File: src/pointer_event_queue_assert.svh
// ============================================================================
// Pointer event queue assertion macros
// Concurrent assertion helpers for the pointer event queue. In synthesis the
// macros expand to nothing.
// ============================================================================
`ifndef POINTER_EVENT_QUEUE_ASSERT_SVH
`define POINTER_EVENT_QUEUE_ASSERT_SVH

`ifndef SYNTHESIS

// Same-cycle implication, checked outside reset.
`define PEQ_ASSERT_IMP(lbl, clk, rst_n, ante, cons) \
  lbl: assert property (@(posedge clk) disable iff (!rst_n) (ante) |-> (cons)) \
    else $error("pointer_event_queue: assertion failed");

// Next-cycle implication, checked outside reset.
`define PEQ_ASSERT_NXT(lbl, clk, rst_n, ante, cons) \
  lbl: assert property (@(posedge clk) disable iff (!rst_n) (ante) |=> (cons)) \
    else $error("pointer_event_queue: assertion failed");

`else

`define PEQ_ASSERT_IMP(lbl, clk, rst_n, ante, cons)
`define PEQ_ASSERT_NXT(lbl, clk, rst_n, ante, cons)

`endif

`endif

File: src/peq_pkg.sv
// ============================================================================
// Pointer event queue package
// Request codes, register indexes, reset values and the click ring entry type.
// ============================================================================
`default_nettype none

package peq_pkg;

  // Field widths
  localparam int REQ_W    = 2;
  localparam int POS_W    = 16;
  localparam int BTN_W    = 5;
  localparam int MSEC_W   = 32;
  localparam int COUNT_W  = 32;
  localparam int CFG_IDX_W = 2;

  // Default click ring depth
  localparam int DEFAULT_RING_DEPTH = 16;

  // Request codes
  localparam logic [REQ_W-1:0] REQ_TRACK = 2'd0;
  localparam logic [REQ_W-1:0] REQ_READ  = 2'd1;
  localparam logic [REQ_W-1:0] REQ_WARP  = 2'd2;

  // Configuration register indexes
  localparam logic [CFG_IDX_W-1:0] CFG_SCREEN_MIN_X = 2'd0;
  localparam logic [CFG_IDX_W-1:0] CFG_SCREEN_MIN_Y = 2'd1;
  localparam logic [CFG_IDX_W-1:0] CFG_SCREEN_MAX_X = 2'd2;
  localparam logic [CFG_IDX_W-1:0] CFG_SCREEN_MAX_Y = 2'd3;

  // Screen rectangle reset values
  localparam logic signed [POS_W-1:0] SCREEN_MIN_X_RST = 16'sd0;
  localparam logic signed [POS_W-1:0] SCREEN_MIN_Y_RST = 16'sd0;
  localparam logic signed [POS_W-1:0] SCREEN_MAX_X_RST = 16'sd640;
  localparam logic signed [POS_W-1:0] SCREEN_MAX_Y_RST = 16'sd480;

  // One click ring snapshot
  typedef struct packed {
    logic [POS_W-1:0]   y;
    logic [POS_W-1:0]   x;
    logic [BTN_W-1:0]   buttons;
    logic [COUNT_W-1:0] count;
    logic [MSEC_W-1:0]  msec;
  } ring_entry_t;

endpackage

`default_nettype wire

File: src/pointer_event_queue.sv
// ============================================================================
// Pointer event queue
// Keeps the current pointer state and a ring of click snapshots. Track and
// warp transactions update the state; read transactions return the oldest
// snapshot, the current state, or an all-zero result if nothing changed.
// ============================================================================
//
//  Channel   Handshake                 Payload
//  -------   -----------------------   ----------------------------------------
//  input     start / busy              in_req_type, in_pos_x, in_pos_y,
//                                      in_button_bits, in_event_msec
//  result    out_strobe (one cycle)    out_fresh, out_from_ring, out_x, out_y,
//                                      out_buttons, out_msec
//  config    cfg_valid / cfg_ready     cfg_index, cfg_wdata
//
//  One transaction is accepted every cycle; busy stays low.
//  A read result appears on out_strobe after passing through the input register,
//  then through the update logic into the result register.
//  The ring head is prefetched from the ring memory's registered read port,
//  which keeps each item to a single pass.
//  Synchronous reset clears all control state; ring contents are not cleared.
//  The receiver cannot stall, so no result is ever held back.
`default_nettype none

`include "pointer_event_queue_assert.svh"

module pointer_event_queue
  import peq_pkg::*;
#(
  parameter int RING_DEPTH = DEFAULT_RING_DEPTH
) (
  input  wire logic                        clk,
  input  wire logic                        rst_n,
  // Input channel
  input  wire logic                        start,
  output logic                             busy,
  input  wire logic [REQ_W-1:0]            in_req_type,
  input  wire logic signed [POS_W-1:0]     in_pos_x,
  input  wire logic signed [POS_W-1:0]     in_pos_y,
  input  wire logic [BTN_W-1:0]            in_button_bits,
  input  wire logic [MSEC_W-1:0]           in_event_msec,
  // Result channel
  output logic                             out_strobe,
  output logic                             out_fresh,
  output logic                             out_from_ring,
  output logic signed [POS_W-1:0]          out_x,
  output logic signed [POS_W-1:0]          out_y,
  output logic [BTN_W-1:0]                 out_buttons,
  output logic [MSEC_W-1:0]                out_msec,
  // Configuration channel
  input  wire logic                        cfg_valid,
  output logic                             cfg_ready,
  input  wire logic [CFG_IDX_W-1:0]        cfg_index,
  input  wire logic signed [POS_W-1:0]     cfg_wdata
);

  localparam int IDX_W = $clog2(RING_DEPTH);

  // Wrap an index at the ring depth.
  function automatic logic [IDX_W-1:0] next_slot(input logic [IDX_W-1:0] i);
    return (i == IDX_W'(RING_DEPTH - 1)) ? '0 : i + 1'b1;
  endfunction

  // Handshake
  assign busy      = 1'b0;
  assign cfg_ready = 1'b1;

  logic accept;
  assign accept = start && !busy;

  // Configuration registers
  logic signed [POS_W-1:0] min_x_r, min_y_r, max_x_r, max_y_r;

  always_ff @(posedge clk) begin
    if (!rst_n) begin
      min_x_r <= SCREEN_MIN_X_RST;
      min_y_r <= SCREEN_MIN_Y_RST;
      max_x_r <= SCREEN_MAX_X_RST;
      max_y_r <= SCREEN_MAX_Y_RST;
    end else if (cfg_valid && cfg_ready) begin
      unique case (cfg_index)
        CFG_SCREEN_MIN_X: min_x_r <= cfg_wdata;
        CFG_SCREEN_MIN_Y: min_y_r <= cfg_wdata;
        CFG_SCREEN_MAX_X: max_x_r <= cfg_wdata;
        CFG_SCREEN_MAX_Y: max_y_r <= cfg_wdata;
        default: ;
      endcase
    end
  end

  // Input register
  logic                    in_vld_r;
  logic [REQ_W-1:0]        req_r;
  logic signed [POS_W-1:0] px_r, py_r;
  logic [BTN_W-1:0]        pb_r;
  logic [MSEC_W-1:0]       ms_r;

  always_ff @(posedge clk) begin
    if (!rst_n) begin
      in_vld_r <= 1'b0;
    end else begin
      in_vld_r <= accept;
    end
  end

  always_ff @(posedge clk) begin
    if (accept) begin
      req_r <= in_req_type;
      px_r  <= in_pos_x;
      py_r  <= in_pos_y;
      pb_r  <= in_button_bits;
      ms_r  <= in_event_msec;
    end
  end

  // Pointer state and ring control
  logic signed [POS_W-1:0] cur_x_r, cur_x_nxt, cur_y_r, cur_y_nxt;
  logic [BTN_W-1:0]        cur_btn_r, cur_btn_nxt;
  logic [MSEC_W-1:0]       cur_ms_r, cur_ms_nxt;
  logic [COUNT_W-1:0]      upd_cnt_r, upd_cnt_nxt;
  logic [COUNT_W-1:0]      last_cnt_r, last_cnt_nxt;
  logic [IDX_W-1:0]        rd_idx_r, rd_idx_nxt, wr_idx_r, wr_idx_nxt;
  logic                    full_r, full_nxt;

  // Ring memory write side and prefetched head
  logic                    ring_we;
  ring_entry_t             ring_wdata;
  ring_entry_t             head_r;

  // Result register next values
  logic                    strobe_nxt, fresh_nxt, from_ring_nxt;
  logic signed [POS_W-1:0] ox_nxt, oy_nxt;
  logic [BTN_W-1:0]        ob_nxt;
  logic [MSEC_W-1:0]       om_nxt;

  logic                    warp_inside;
  logic [COUNT_W-1:0]      rep_cnt;

  assign warp_inside = (px_r >= min_x_r) && (px_r < max_x_r) &&
                       (py_r >= min_y_r) && (py_r < max_y_r);

  // Update logic for one transaction
  always_comb begin
    cur_x_nxt     = cur_x_r;
    cur_y_nxt     = cur_y_r;
    cur_btn_nxt   = cur_btn_r;
    cur_ms_nxt    = cur_ms_r;
    upd_cnt_nxt   = upd_cnt_r;
    last_cnt_nxt  = last_cnt_r;
    rd_idx_nxt    = rd_idx_r;
    wr_idx_nxt    = wr_idx_r;
    full_nxt      = full_r;
    ring_we       = 1'b0;
    ring_wdata    = '{y: py_r, x: px_r, buttons: pb_r,
                      count: upd_cnt_r + 1'b1, msec: ms_r};
    strobe_nxt    = 1'b0;
    fresh_nxt     = 1'b0;
    from_ring_nxt = 1'b0;
    ox_nxt        = '0;
    oy_nxt        = '0;
    ob_nxt        = '0;
    om_nxt        = '0;
    rep_cnt       = upd_cnt_r;

    if (in_vld_r) begin
      case (req_r)
        REQ_TRACK: begin
          cur_x_nxt   = px_r;
          cur_y_nxt   = py_r;
          cur_btn_nxt = pb_r;
          cur_ms_nxt  = ms_r;
          upd_cnt_nxt = upd_cnt_r + 1'b1;
          // A button change pushes a snapshot unless the ring is marked full.
          if (!full_r && (pb_r != cur_btn_r)) begin
            ring_we    = 1'b1;
            wr_idx_nxt = next_slot(wr_idx_r);
            if (next_slot(wr_idx_r) == rd_idx_r) begin
              full_nxt = 1'b1;
            end
          end
        end
        REQ_WARP: begin
          // Buttons are kept, so a warp never pushes.
          if (warp_inside) begin
            cur_x_nxt   = px_r;
            cur_y_nxt   = py_r;
            cur_ms_nxt  = ms_r;
            upd_cnt_nxt = upd_cnt_r + 1'b1;
          end
        end
        REQ_READ: begin
          strobe_nxt = 1'b1;
          // Nothing changed since the last read: report an all-zero result.
          if (last_cnt_r != upd_cnt_r) begin
            fresh_nxt = 1'b1;
            full_nxt  = 1'b0;
            if (rd_idx_r != wr_idx_r) begin
              from_ring_nxt = 1'b1;
              ox_nxt        = head_r.x;
              oy_nxt        = head_r.y;
              ob_nxt        = head_r.buttons;
              om_nxt        = head_r.msec;
              rep_cnt       = head_r.count;
              rd_idx_nxt    = next_slot(rd_idx_r);
            end else begin
              ox_nxt  = cur_x_r;
              oy_nxt  = cur_y_r;
              ob_nxt  = cur_btn_r;
              om_nxt  = cur_ms_r;
              rep_cnt = upd_cnt_r;
            end
            last_cnt_nxt = rep_cnt;
          end
        end
        default: ;
      endcase
    end
  end

  always_ff @(posedge clk) begin
    if (!rst_n) begin
      cur_x_r    <= '0;
      cur_y_r    <= '0;
      cur_btn_r  <= '0;
      cur_ms_r   <= '0;
      upd_cnt_r  <= '0;
      last_cnt_r <= '0;
      rd_idx_r   <= '0;
      wr_idx_r   <= '0;
      full_r     <= 1'b0;
    end else begin
      cur_x_r    <= cur_x_nxt;
      cur_y_r    <= cur_y_nxt;
      cur_btn_r  <= cur_btn_nxt;
      cur_ms_r   <= cur_ms_nxt;
      upd_cnt_r  <= upd_cnt_nxt;
      last_cnt_r <= last_cnt_nxt;
      rd_idx_r   <= rd_idx_nxt;
      wr_idx_r   <= wr_idx_nxt;
      full_r     <= full_nxt;
    end
  end

  // Click ring memory. The read port follows the next read index, so the
  // head entry is ready when the next read arrives; a write to that slot
  // in the same cycle is forwarded.
  ring_entry_t ring_mem [RING_DEPTH];

  always_ff @(posedge clk) begin
    if (ring_we) begin
      ring_mem[wr_idx_r] <= ring_wdata;
    end
    if (ring_we && (wr_idx_r == rd_idx_nxt)) begin
      head_r <= ring_wdata;
    end else begin
      head_r <= ring_mem[rd_idx_nxt];
    end
  end

  // Result register
  logic                    strobe_r, fresh_r, from_ring_r;
  logic signed [POS_W-1:0] ox_r, oy_r;
  logic [BTN_W-1:0]        ob_r;
  logic [MSEC_W-1:0]       om_r;

  always_ff @(posedge clk) begin
    if (!rst_n) begin
      strobe_r <= 1'b0;
    end else begin
      strobe_r <= strobe_nxt;
    end
  end

  always_ff @(posedge clk) begin
    fresh_r     <= fresh_nxt;
    from_ring_r <= from_ring_nxt;
    ox_r        <= ox_nxt;
    oy_r        <= oy_nxt;
    ob_r        <= ob_nxt;
    om_r        <= om_nxt;
  end

  assign out_strobe    = strobe_r;
  assign out_fresh     = fresh_r;
  assign out_from_ring = from_ring_r;
  assign out_x         = ox_r;
  assign out_y         = oy_r;
  assign out_buttons   = ob_r;
  assign out_msec      = om_r;

  // Assertions
  `PEQ_ASSERT_NXT(a_read_gives_result, clk, rst_n, in_vld_r && (req_r == REQ_READ), out_strobe)
  `PEQ_ASSERT_IMP(a_full_means_met, clk, rst_n, full_r, rd_idx_r == wr_idx_r)
  `PEQ_ASSERT_IMP(a_ring_implies_fresh, clk, rst_n, out_strobe && out_from_ring, out_fresh)
  `PEQ_ASSERT_IMP(a_stale_is_zero, clk, rst_n, out_strobe && !out_fresh, (out_msec == '0) && (out_buttons == '0) && (out_x == '0) && (out_y == '0))

endmodule

`default_nettype wire
File: config.mk
export PLATFORM = sky130hd
export DESIGN_NAME = pointer_event_queue
export DESIGN_NICKNAME = d
export VERILOG_FILES = /design/src/peq_pkg.sv /design/src/pointer_event_queue.sv
export VERILOG_INCLUDE_DIRS = /design/src /design/src/src
export SDC_FILE = /design/constraint.sdc
export NUM_CORES = 2
export LEC_CHECK = 0
export BUFFER_PORTS_ARGS = -buffer_cell sky130_fd_sc_hd__buf_2
export CAP_MARGIN = 20
export CELL_PAD_IN_SITES_DETAIL_PLACEMENT = 0
export CELL_PAD_IN_SITES_GLOBAL_PLACEMENT = 2
export CORE_MARGIN = 2
export CORE_UTILIZATION = 40
export CTS_BUF_LIST = sky130_fd_sc_hd__clkbuf_4 sky130_fd_sc_hd__clkbuf_8 sky130_fd_sc_hd__clkbuf_16
export DETAILED_ROUTE_END_ITERATION = 10
export GPL_TIMING_DRIVEN = 0
export PLACE_DENSITY_LB_ADDON = 0.3
export SYNTH_ARGS = -nofsm -noshare
export SYNTH_HDL_FRONTEND = slang
export SYNTH_SLANG_ARGS = --single-unit
export TNS_END_PERCENT = 20
File: constraint.sdc
create_clock -name clk -period 9.9 [get_ports clk]
set_input_delay 0 -clock clk [delete_from_list [all_inputs] [get_ports clk]]
set_output_delay 0 -clock clk [all_outputs]
set_load 0.02 [all_outputs]
Word-level counts from Yosys, hierarchy flattened
Memories as Yosys holds them, arrays and structs flattened. A register that Yosys moved wholly into a read port is not among the register bits.
Index checks and enable logic that the tools add are counted.
- bits in read-only memories: 0
- word-level logic and storage cells: 100
- register bits: 350
- input bits: 93
- output and inout bits: 74
- memories kept: 1
- RAM bits: 1616
- latch bits: 0
- add/subtract/negate cells: 3
- bitwise gates (word level): 0
- $mul: 0
- reduce and logical (&&, ||, !) cells: 20
- equality and inequality tests: 15
- shift operators: 0
- multiplexer cells: 31
- div/mod/pow operators: 0
- $lt $le $gt $ge: 4
- memories (memory ; depth ; bits a word ; read ports ; clocked after Yosys merged registers in ; wr ports ; RTL line ; text):
    ring_mem ; 16 ; 101 ; 1 ; 1 ; 1 ; pointer_event_queue.sv:247 ; ring_entry_t ring_mem [RING_DEPTH];
- operator list (kind ; count):
    two-way mux 32 bit ; 4
    one-hot mux 32 bit (2 select lines) ; 2
    two-way mux 16 bit ; 4
    one-hot mux 16 bit (2 select lines) ; 2
    adder 32 x 1 -> 32 bit, second input constant ; 1
    >= comparator 16 bit ; 2
    < comparator 16 bit ; 2
    != test 32 bit ; 1
    two-way mux 4 bit ; 6
    AND reduction 2 bit ; 7
    two-way mux 1 bit ; 11
    AND reduction 3 bit ; 3
    adder 4 x 1 -> 4 bit, second input constant ; 2
    equality test 4 bit, second input constant ; 2
    != test 2 bit, second input constant ; 4
    equality test 2 bit, second input constant ; 3
    two-way mux 5 bit ; 1
    != test 5 bit ; 1
    AND reduction 5 bit ; 1
    equality test 2 x 1 -> 1 bit, second input constant ; 2
    equality test 4 bit ; 1
    logical AND 1 bit ; 4
    logical NOT 2 bit ; 2
    != test 4 bit ; 1
    other kinds (3) ; 4

Depth between registers and ports, before layout
- depth after elaboration: 7
- mapped depth: 12
- depth with buffers taken out: 9

Worst setup path before layout
No wires, ideal clock.
- path type: flip-flop to flip-flop
- from: reg req_r[0]
- to: mem ring_mem[0][0] (netlist name) (enable)
- slack: 605 ps
- data arrival time: 8611 ps
- cell stages (with the launch flop): 7
- clock period less this slack: 9295 ps
- path buffers: 2
- cell sequence: edfxtp_1 > or3_1 > clkbuf_1 > a311oi_1 > clkbuf_1 > nand2_1 > nor3_1
- cells in the longest elaborated chain, start to end: 5
- RTL lines (element ; RTL line ; text):
    start: declaration ; pointer_event_queue.sv:93 ; logic [REQ_W-1:0] req_r;
    start signal: assignment ; pointer_event_queue.sv:108 ; req_r <= in_req_type;
    logical NOT 2 bit ; pointer_event_queue.sv:166 ; case (req_r)
    two-way mux 1 bit ; pointer_event_queue.sv:166 ;
    two-way mux 1 bit ; pointer_event_queue.sv:165 ; if (in_vld_r) begin
    two-way mux 1 bit ; pointer_event_queue.sv:250 ; if (ring_we) begin
    two-way mux 1 bit (not written as such) ; pointer_event_queue.sv:251 ; ring_mem[wr_idx_r] <= ring_wdata;
    end: declaration ; pointer_event_queue.sv:247 ;
No other way between the ends.

Worst setup path in the final report
- from: reg px_r[10]
- to: reg upd_cnt_r[17]
- cells in the longest elaborated chain, start to end: 6
- elaborated cells between the ends (all ways): 7
- classes of those cells: order compare (2); eq/ne (1); reduce/logical (4)
- RTL lines (element ; RTL line ; text):
    start: declaration ; pointer_event_queue.sv:94 ; logic signed [POS_W-1:0] px_r, py_r;
    start signal: assignment ; pointer_event_queue.sv:109 ; px_r <= in_pos_x;
    >= comparator 16 bit or < comparator 16 bit (tied branches) ; pointer_event_queue.sv:139 ; assign warp_inside = (px_r >= min_x_r) && (px_r < max_x_r) &&
    logical AND 1 bit * (2 in a row) ; pointer_event_queue.sv:139 ;
    logical AND 1 bit * ; pointer_event_queue.sv:140 ; (py_r >= min_y_r) && (py_r < max_y_r);
    != test 2 bit (no source line) * ; n/a ;
    AND reduction 3 bit (no source line) * ; n/a ;
    end signal: assignment ; pointer_event_queue.sv:236 ; upd_cnt_r <= upd_cnt_nxt;
    end: declaration ; pointer_event_queue.sv:120 ; logic [COUNT_W-1:0] upd_cnt_r, upd_cnt_nxt;
Every way passes the cells marked *; elsewhere a longest branch is shown, timed or not.
A chain may end at the register's enable or synchronous reset.

==> results by group <==
Floorplanning
  – Die H: 445.3 um
  – IO Pins: 167
  – Initial Util: 40.37%
  – CORE AREA: 0.1930 sq mm
  – Row count: 161
  – Die extent in x: 445.3 um
  – DIE AREA: 0.1983 sq mm

Logic synthesis
  – Post-synth top cells: edfxtp_1 (1687), mux4_2 (505), nand2_1 (465), dfxtp_1 (283), clkbuf_1 (243)
  – Post-Syn Nets: 4502
  – Yosys cell types: 64
  – Count of state elements after synthesis: 1970
  – Post-synth ARST share: 0%
  – Area share of the largest cell type after synthesis: 65.02%
  – Synth top area cells: edfxtp_1 (65%), mux4_2 (15%), dfxtp_1 (7.3%), nand2_1 (2.2%), clkbuf_1 (1.2%)
  – Post-Syn Area per Cell: 17.95 sq um
  – Mapped Area: 0.07791 sq mm
  – Most common cell in the netlist: edfxtp_1
  – Register area share after synthesis: 72.30%
  – YS warnings: 0
  – Number of synthesized flops with an enable pin: 1687
  – Top_reg_cell synth: edfxtp_1
  – Synthesized instance count: 4341
  – Yosys top cell by area: edfxtp_1

Worst setup path
  – CP Launch Type: flop
  – CP Class: flop to flop
  – CP peak stage delay: 0.94 ns
  – CP Cell Sequence: ha_1 > and3_1 > a221oi_1 > a21oi_1 > o21bai_1 > and2_1 > clkbuf_1 > clkbuf_1 > buf_8 > clkbuf_1 > a211oi_1 > o311ai_1
  – WP data arrival: 6.43 ns
  – Critical path's most frequent cell: clkbuf_1
  – Largest fanout on the critical path: 20
  – Slowest CP cell: edfxtp_1
  – Critical path required time: 10.64 ns
  – CP Capture Type: flop

Power
  – VDD IR-drop max: 0.1977 mV
  – Power per cell area: 190.1 mW/mm^2
  – Total power draw: 17.81 mW
  – Lkg Pwr: 30.53 nW

Drt
  – Via density per instance: 5.697
  – Vias post-DR: 44380
  – Initial drt markers: 4601
  – WL final: 228.2 mm
  – Antenna viol nets, final: 0
  – DR WL/cell: 29.29 um
  – First-pass detailed-route iteration total: 6
  – DRC Markers: 0

Timing
  – Fin. Hold Viols: 0
  – RSZ-0062 raised after global routing: false
  – Worst-case clock skew: 0.05242 ns
  – Min Clock Period, post-route: 5.687 ns
  – Final setup vio count: 0
  – Relative slew slack: 21.22%
  – Slew @ Worst Pin: 1.182 ns
  – Setup TNS: 0 ns
  – Period utilization: 57.44%
  – Min Hold Slack: 0.07096 ns
  – Maximum clock frequency: 175.8 MHz
  – Final WS setup: 4.213 ns
  – Final Slew Violations: 0

Final layout
  – Area Overhead vs Synth: 20.28%
  – Fraction of layout cells with a size suffix above 1: 23.96%
  – # fillers: 16110
  – Final Net Count: 5252
  – Final core occ: 48.56%
  – Non-filler cells, final: 7790
  – Fin area: 0.09371 sq mm

Placed design
  – Port Buffer Count: 163
  – Post-DP Area: 0.08477 sq mm
  – Gpl congestion: 0.8348
  – Place WS: 4.170 ns
  – DPL Wire Length: 153.9 mm
  – Dpl cells: 7202

Clock network
  – Post-CTS setup buffers: 0
  – Clock Sinks: 1970
  – CTS buffer count: 201
  – Clock slew at reported path FFs: 0.06 ns
  – Bufs on Longest Clock Path: 3
  – Clock Tree Root: clkbuf_16
  – Clk_lat worst skew: 0.86 ns
  – CTS tree: done
  – # H-tree levels: 4

Run
  – Max-cap violation count: 0

Global routing
  – Number of global-route vias before repair: 44750
  – Total GRT Usage: 22.94%
  – Grt total ovfl: 0
  – Initial antenna violation count: 9
  – Global-route wire length before repair: 325.5 mm
  – Pin count of the biggest net entering global routing: 41

Run status
  – Status: completed

Min path
  – Worst hold path type: primary input to flop
[sequential cells by signal, indices dropped and copies added (netlist names), 32 cells and up, named ones only]
register	cells
ring_mem	1616
cur_ms_r	32
upd_cnt_r	32
last_cnt_r	32
out_msec	32
ms_r	32
[routing by layer]
layer	part of all wire, %	track usage (%)
met2	50	38.23
met3	5.8	3.078
met5	0	0
met1	41	31.17
met4	3.2	7.619
[path summary, 6_finish.rpt]
path	start	to	slack (ns)	cells past startpoint
min reg2reg	cur_ms_r[1]	out_msec[1]	0.45	2
max	px_r[10]	upd_cnt_r[17]	4.21	12
min	cfg_wdata[6]	min_x_r[6]	0.07	4
max reg2reg	px_r[10]	upd_cnt_r[17]	4.21	12
[placed cells by master, fill, tap and decap left out, types with 10 or more instances in the layout]
| master | Yosys | final |
|---|---|---|
| buf_2 | 15 | 177 |
| buf_16 | 0 | 23 |
| buf_6 | 1 | 68 |
| a311oi_1 | 31 | 31 |
| o21ai_0 | 110 | 110 |
| buf_4 | 2 | 31 |
| a32oi_1 | 66 | 66 |
| buf_12 | 0 | 52 |
| nand3_1 | 39 | 39 |
| o311ai_1 | 86 | 86 |
| and3_1 | 85 | 85 |
| dfxtp_1 | 283 | 283 |
| nor4_1 | 12 | 12 |
| clkbuf_16 | 0 | 206 |
| ha_1 | 68 | 68 |
| nor2_4 | 0 | 12 |
| xnor2_1 | 24 | 24 |
| nor2_1 | 106 | 94 |
| nand2_1 | 465 | 465 |
| mux4_2 | 505 | 505 |
| clkinv_2 | 0 | 38 |
| clkbuf_8 | 0 | 10 |
| mux2i_1 | 11 | 11 |
| clkbuf_4 | 0 | 37 |
| bufinv_16 | 0 | 18 |
| clkinvlp_4 | 0 | 11 |
| nand4_1 | 22 | 22 |
| xor2_1 | 53 | 53 |
| buf_1 | 45 | 45 |
| edfxtp_1 | 1687 | 1687 |
| a21oi_1 | 178 | 178 |
| clkinv_1 | 1 | 34 |
| nand2b_1 | 15 | 15 |
| buf_8 | 0 | 30 |
| o211ai_1 | 14 | 14 |
| inv_1 | 70 | 70 |
| clkbuf_1 | 243 | 237 |
| dlygate4sd3_1 | 0 | 184 |
[report_power, final]
part,total [mW],switching [mW],internal (mW)
Clock,7.72,3.25,4.47
Combinational,0.764,0.497,0.267
Sequential,9.33,0.170,9.16
Total,17.8,3.92,13.9
[critical path, delay by kind of cell (launching register included)]
kind | cells | cell delay (ns)
DFF | 1 | 0.94
AOI/OAI and AO/OA | 5 | 1.45
adders and majority gates | 1 | 0.39
buffers and inverters | 4 | 2.13
and+or+nand+nor | 2 | 0.66
[logic make-up after synthesis]
group,share of synthesized area (%)
AO/OA/AOI/OAI,4.494
XOR/XNOR,0.8656
adder cells (fa/ha/maj),1.092
buffers and inverters,1.865
flip-flops,72.30
multiplexers,14.77
other,0.009640
AND/OR/NAND/NOR,4.609
[final cells by class]
cell class	count	area [sq um]	area share (%)
multi-input combinational	1993	20240	21.60
sequential	1970	56320	60.10
timing repair buffer	547	5749	6.135
tap	2526	3161	3.373
inverter	72	270.3	0.2884
buffer	306	1190	1.270
clock buffer	253	5570	5.944
antenna	5	12.51	0.01335
clock inverter	118	1192	1.272
[repair_timing]
item	CTS	global route
resized for setup	0	0
endpoints found under the hold margin	210	0
hold buffers	184	0
(Power assumes the default switching activity.)
